===== src/sv/ksch_pkg.sv =====
// ----------------------------------------------------------------------------
// ksch_pkg
// Shared constants for the limited-count weighted interval scheduler.
// ----------------------------------------------------------------------------
package ksch_pkg;

  // Width of the start, end and weight fields of one interval.
  localparam int unsigned FIELD_W = 30;

  // Width of one stored key: start, end and weight side by side.
  localparam int unsigned KEY_W = 3 * FIELD_W;

  // Width of the picked_index result field.
  localparam int unsigned PICK_OUT_W = 10;

  // Default sizing of the block.
  localparam int unsigned DEF_MAX_INTERVALS = 1024;
  localparam int unsigned DEF_MAX_PICK = 4;

endpackage


===== src/sv/ksch_row_update.sv =====
// ----------------------------------------------------------------------------
// ksch_row_update
// Computes one table row from the row just below it (interval skipped) and
// the row at the successor position (interval taken), for every pick count.
// ----------------------------------------------------------------------------
module ksch_row_update #(
  parameter int unsigned MAX_PICK = ksch_pkg::DEF_MAX_PICK,
  parameter int unsigned INDEX_W = 10,
  localparam int unsigned LEN_W = $clog2(MAX_PICK + 1),
  localparam int unsigned SCORE_W = ksch_pkg::FIELD_W + LEN_W,
  localparam int unsigned CELL_W = SCORE_W + LEN_W + MAX_PICK * INDEX_W,
  localparam int unsigned ROW_W = (MAX_PICK + 1) * CELL_W
) (
  input  logic [ROW_W-1:0]                skip_row,
  input  logic [ROW_W-1:0]                from_row,
  input  logic [ksch_pkg::FIELD_W-1:0]    weight,
  input  logic [INDEX_W-1:0]              id,
  output logic [ROW_W-1:0]                new_row
);

  logic [SCORE_W-1:0] f_score;
  logic [SCORE_W-1:0] s_score;
  logic [SCORE_W-1:0] take_score;
  logic [LEN_W-1:0]   f_len;
  logic [LEN_W-1:0]   s_len;
  logic [LEN_W-1:0]   c_len;
  logic [LEN_W-1:0]   m_len;
  logic [LEN_W-1:0]   ins;
  logic [INDEX_W-1:0] f_ids [MAX_PICK];
  logic [INDEX_W-1:0] s_ids [MAX_PICK];
  logic [INDEX_W-1:0] c_ids [MAX_PICK];
  logic               done;
  logic               less;
  logic               use_take;
  logic [CELL_W-1:0]  take_entry;

  // Each pick count is an independent cell; cell zero stays empty.
  always_comb begin
    new_row = '0;
    for (int k = 1; k <= MAX_PICK; k++) begin
      f_score = from_row[(k-1)*CELL_W +: SCORE_W];
      f_len = from_row[(k-1)*CELL_W + SCORE_W +: LEN_W];
      s_score = skip_row[k*CELL_W +: SCORE_W];
      s_len = skip_row[k*CELL_W + SCORE_W +: LEN_W];
      for (int p = 0; p < MAX_PICK; p++) begin
        f_ids[p] = from_row[(k-1)*CELL_W + SCORE_W + LEN_W + p*INDEX_W +: INDEX_W];
        s_ids[p] = skip_row[k*CELL_W + SCORE_W + LEN_W + p*INDEX_W +: INDEX_W];
      end

      // Insert this interval's arrival number into the taken list in order.
      ins = '0;
      for (int p = 0; p < MAX_PICK; p++) begin
        if (LEN_W'(p) < f_len && f_ids[p] < id) begin
          ins = ins + 1'b1;
        end
      end
      for (int p = 0; p < MAX_PICK; p++) begin
        if (LEN_W'(p) < ins) begin
          c_ids[p] = f_ids[p];
        end else if (LEN_W'(p) == ins) begin
          c_ids[p] = id;
        end else begin
          c_ids[p] = f_ids[(p == 0) ? 0 : p - 1];
        end
      end
      c_len = f_len + 1'b1;
      take_score = f_score + SCORE_W'(weight);

      // Lexicographic compare of the skipped list against the taken list.
      m_len = (s_len < c_len) ? s_len : c_len;
      done = 1'b0;
      less = 1'b0;
      for (int p = 0; p < MAX_PICK; p++) begin
        if (!done && LEN_W'(p) < m_len && s_ids[p] != c_ids[p]) begin
          less = s_ids[p] < c_ids[p];
          done = 1'b1;
        end
      end
      if (!done) begin
        less = s_len < c_len;
      end
      use_take = (take_score != s_score) ? (take_score > s_score) : !less;

      // Assemble the winning cell.
      take_entry = '0;
      take_entry[SCORE_W-1:0] = take_score;
      take_entry[SCORE_W +: LEN_W] = c_len;
      for (int p = 0; p < MAX_PICK; p++) begin
        take_entry[SCORE_W + LEN_W + p*INDEX_W +: INDEX_W] = c_ids[p];
      end
      new_row[k*CELL_W +: CELL_W] = use_take ? take_entry : skip_row[k*CELL_W +: CELL_W];
    end
  end

endmodule


===== config.mk =====
export PLATFORM = sky130hd
export DESIGN_NAME = ksch_row_update
export DESIGN_NICKNAME = d
export VERILOG_FILES = /design/src/sv/ksch_pkg.sv /design/src/sv/ksch_row_update.sv
export SDC_FILE = /design/constraint.sdc
export NUM_CORES = 2
export LEC_CHECK = 0
export ABC_AREA = 1
export BUFFER_PORTS_ARGS = -buffer_cell sky130_fd_sc_hd__buf_2
export CELL_PAD_IN_SITES_DETAIL_PLACEMENT = 1
export CELL_PAD_IN_SITES_GLOBAL_PLACEMENT = 1
export CORE_AREA = 2 2 455 457
export DETAILED_ROUTE_END_ITERATION = 10
export DIE_AREA = 0 0 457 459
export PLACE_DENSITY = 0.41
export SYNTH_ARGS = -nofsm -noshare
export SYNTH_HDL_FRONTEND = slang
export SYNTH_SLANG_ARGS = --single-unit

===== constraint.sdc =====
create_clock -name vclk -period 6.42
set_clock_uncertainty 0.05 [all_clocks]
set_input_delay 0.321 -clock vclk [all_inputs]
set_output_delay 0.321 -clock vclk [all_outputs]
set_load 0.05 [all_outputs]

* Word level (Yosys, flattened, before mapping)
Index checks and enable logic that the tools add are counted.
** Storage, ports and cells
- Memory bits (read-only) :: 0
- Memories :: 0
- Output and inout port bits :: 380
- RAM bits :: 0
- Bits in registers :: 0
- Input port bits :: 800
- Bits in latches :: 0
** Operators by class
- Divide/modulo/power cells :: 0
- Magnitude comparators :: 88
- Multiplexer cells :: 96
- Bitwise gates (word level) :: 0
- $mul :: 0
- Shift-type cells :: 0
- Add/sub/neg operators :: 20
- Equal/unequal tests :: 32
- Reduce and logical (&&, ||, !) cells :: 64
** Operators by type and width (count)
- $lt 10x10->1 :: 32
- $mux 10 :: 32
- $mux 76 :: 4
- $ne 10x10->1 :: 16
- $add 33x30->33 :: 4
- $gt 33x33->1 :: 4
- $ne 33x33->1 :: 4
- $lt 1x3->1 const A :: 24
- $lt 2x3->1 const A :: 24
- $add 3x1->3 const B :: 16
- $mux 3 :: 16
- $logic_and 1x1->1 :: 44
- $mux 1 :: 44
- $eq 2x3->1 const A :: 8
- $logic_not 1->1 :: 16
- $eq 1x3->1 const A :: 4
- $logic_not 3->1 :: 4
- $lt 3x3->1 :: 4

* Depth between registers and ports, before layout
- Depth in word-level cells :: 31
- Mapped depth :: 41
- Mapped depth without buffers :: 39

* Worst setup path before layout
OpenSTA, ideal clock, no wires.
- Kind :: input-to-output
- From :: in id[9]
- To :: out new_row[346]
- Path buffers :: 3
- Data required time :: 6049 ps
- Setup slack :: -144 ps
- Arrival time :: 6193 ps
- Stages on the path :: 35
- Path through :: clkbuf_1 -> clkinv_1 -> ha_1 -> nand2_1 -> nor2_1 -> o211ai_1 -> o2111ai_1 -> a21oi_1 -> ha_1 -> inv_1 -> nand4_1 -> nand2_1 -> ha_1 -> or2_0 -> nand2_2 -> nand2_4 -> nor2_4 -> buf_4 -> nand2_1 -> nand3_1 -> inv_1 -> ha_1 -> nand2_1 -> nor2_1 -> nand3_1 -> nand3_1 -> a21oi_1 -> nand3_1 -> nand2_1 -> nor2_1 -> nand2_1 -> nand2_2 -> inv_2 -> buf_2 -> o21ai_0
** Between the ends
- Word-level cells in the longest chain between the ends :: 31
- Elaborated cells on any way between the ends :: 61
** RTL lines
- start, declared :: RTL line ksch_row_update.sv:17 : input logic [INDEX_W-1:0] id,
- branches (longest 30 deep; another with $lt 10x10->1)
- $mux 76 (*) :: RTL line ksch_row_update.sv:91 : new_row[k*CELL_W +: CELL_W] = use_take ? take_entry : skip_row[k*CELL_W +: CELL_W];
- end, declared :: RTL line ksch_row_update.sv:18 : output logic [ROW_W-1:0] new_row
Every way passes the cells marked *.

* Worst setup path after layout
- From :: in id[7]
- To :: out new_row[277]
Same word-level chain as after synthesis.

==> impl_results.md <==
- Congestion Overflow GR: 0
- Initial antenna violation count: 120
- Fmax: 159 MHz
- IO buf count: 952
- Post-synthesis sequential area ratio: 0%
- Main combinational cell family by area after synthesis: simple AND/OR/NAND/NOR gates
- CP required: 6.05 ns
- Final Slew Violations: 0
- CP top delay family: buffers and inverters
- Leak: 23.6 nW
- VDD IR max: 0.120 mV
- Synth Area in Simple Gates: 40.4%
- Post-Synth Adder-Cell Area: 27.1%
- Hold Fails Final Rpt: 0
- Tmin final: 6.27 ns
- IO Pins: 1180
- Starting density of the core: 13.5%
- Worst slack, placed: -0.572 ns
- Crit path arrival time: 5.90 ns
- Die width: 457 um
- Number of nets still failing antenna checks after routing: 0
- Hold WC Path Type: input pin to output pin
- Pre-Repair DR Iteration Count: 5
- Slowest stage delay, CP: 0.31 ns
- Initial DRC Count: 1999
- Max-cap violations: 0
- Full die area: 210000 um2
- Clock buf count: 0
- Min setup slack post-route: 0.150 ns
- Xor and xnor area share after synthesis: 3.39%
- Row cnt: 167
- Layout area overhead: 60.0%
- Final setup fails: 0
- Compound-cell area share of the yosys netlist: 16.4%
- CP bufs+invs: 13
- Synth warnings: 0
- Gr usage total: 19.9%
- Mux contribution to synthesized area: 0%
- Critical path type: input pin to output pin
- Largest net degree at the start of global routing: 36
- Routed len/inst: 24.6 um
- Sequential cell count: 0
- FF/Latch Area: 0 um2
- Layout cells sized above 1: 28.1%
- Final period util: 97.7%
- Syn Area/Cell: 5.57 um2
- Most frequent cells in the layout: nand2_1, buf_2, inv_1, ha_1, buf_4
- Vias: 39300
- First-pass GRT wire length: 302000 um
- Worst Path Max Fanout: 11
- Slowest CP cell: ha_1
- Vias in the first global route: 40000
- Commonest non-fill, non-tap cell in the layout: nand2_1
- Core area: 206000 um2
- GPL Wtd Cong: 0.913
- Die H: 459 um
- Final net count: 7707
- PD cells: 247 nW/um2
- Placed cell area: 41700 um2
- Startpoint Class: input pin
- Status: finished, final reports clean
- Hpwl dp: 198000 um
- Worst Max-Slew Pin Slew: 0.834 ns
- Number of remaining DRC errors: 0
- Post-Synthesis Cell Area: 27700 um2
- Design Area, Final: 44300 um2
- Routed WL: 222000 um
- Vias per cell: 4.35
- Critical Path End Type: output pin
- Post-Synthesis Cells: 4966
- Unique masters post-synth: 53
- Worst slew margin: 43.8%
-- synthesized netlist by cell type, drive strengths merged, types with 16 or more instances --
cell type  count  area share (%)
nand2       1555              21
inv          637             8.6
ha           592              27
nand3        398             7.4
o21ai        354             6.5
nor2         348             4.9
a21oi        307             5.7
nand4        181             4.2
buf          145             3.4
xor2          82             2.6
clkbuf        48            0.65
or2           48             1.1
nor3          34            0.62
a31oi         31            0.70
xnor2         25            0.79
a21o          24            0.65
o211ai        24            0.65
o21bai        22            0.60
o21a          17            0.46
a21boi        16            0.43
nor4          16            0.36
-- metrics by stage --
step                      cells  hold WS, ns  total power [W]  utilization (%)  setup TNS (ns)
after floorplan            5041        0.918          0.00546                -          -0.259
after global placement     8948        0.975           0.0102             20.3          -89.05
after detailed placement   8948        0.974           0.0103             20.3         -102.09
after CTS                  8961        0.975           0.0105             20.6               0
after global routing       9021        0.997           0.0117             21.5          -0.425
final                      9049        0.971           0.0109             21.5               0
-- worst min-delay path: cells and delay by family --
| family | cells | cell delay (ns) |
|---|---|---|
| simple gates | 2 | 0.15 |
| buf+inv | 2 | 0.23 |
-- where the power goes --
group               total [W]  switching, W    internal (W)
clock          0.000000000753             0  0.000000000753
combinational          0.0109       0.00677         0.00415
sequential                  0             0               0
total                  0.0109       0.00677         0.00415
-- path summary, 6_finish.rpt --
path / from / to / cells after the start
max: id[7] / new_row[277] / 37
min: skip_row[323] / new_row[323] / 4
-- cells by family after synthesis --
| logic type | Yosys count |
|---|---|
| adder cells (fa/ha/maj) | 596 |
| buffers and inverters | 836 |
| AND/OR/NAND/NOR | 2607 |
| other | 1 |
| AO/OA/AOI/OAI | 819 |
| XOR/XNOR | 107 |
-- cell type report --
cell class	instances	area [um2]
tap	2704	3380
fill	25900	161000
multi-input combinational	4205	25500
antenna	36	90.1
timing repair buffer	1461	12800
inverter	643	2480
-- what timing repair did --
action | in CTS | in global routing
endpoints found under the setup margin | 304 | 304
gates cloned | 3 | 18
setup buffers | 10 | 35
resized for setup | 157 | 314
pin swaps | 15 | 107
hold buffers | 0 | 0
-- metal layers --
layer	share of wire, %	track usage, %
met5	0.27	0
met1	42	24.2
met4	2.3	3.47
met2	50	36.8
met3	5.2	3.09
Power figures use the tool's default switching activity.
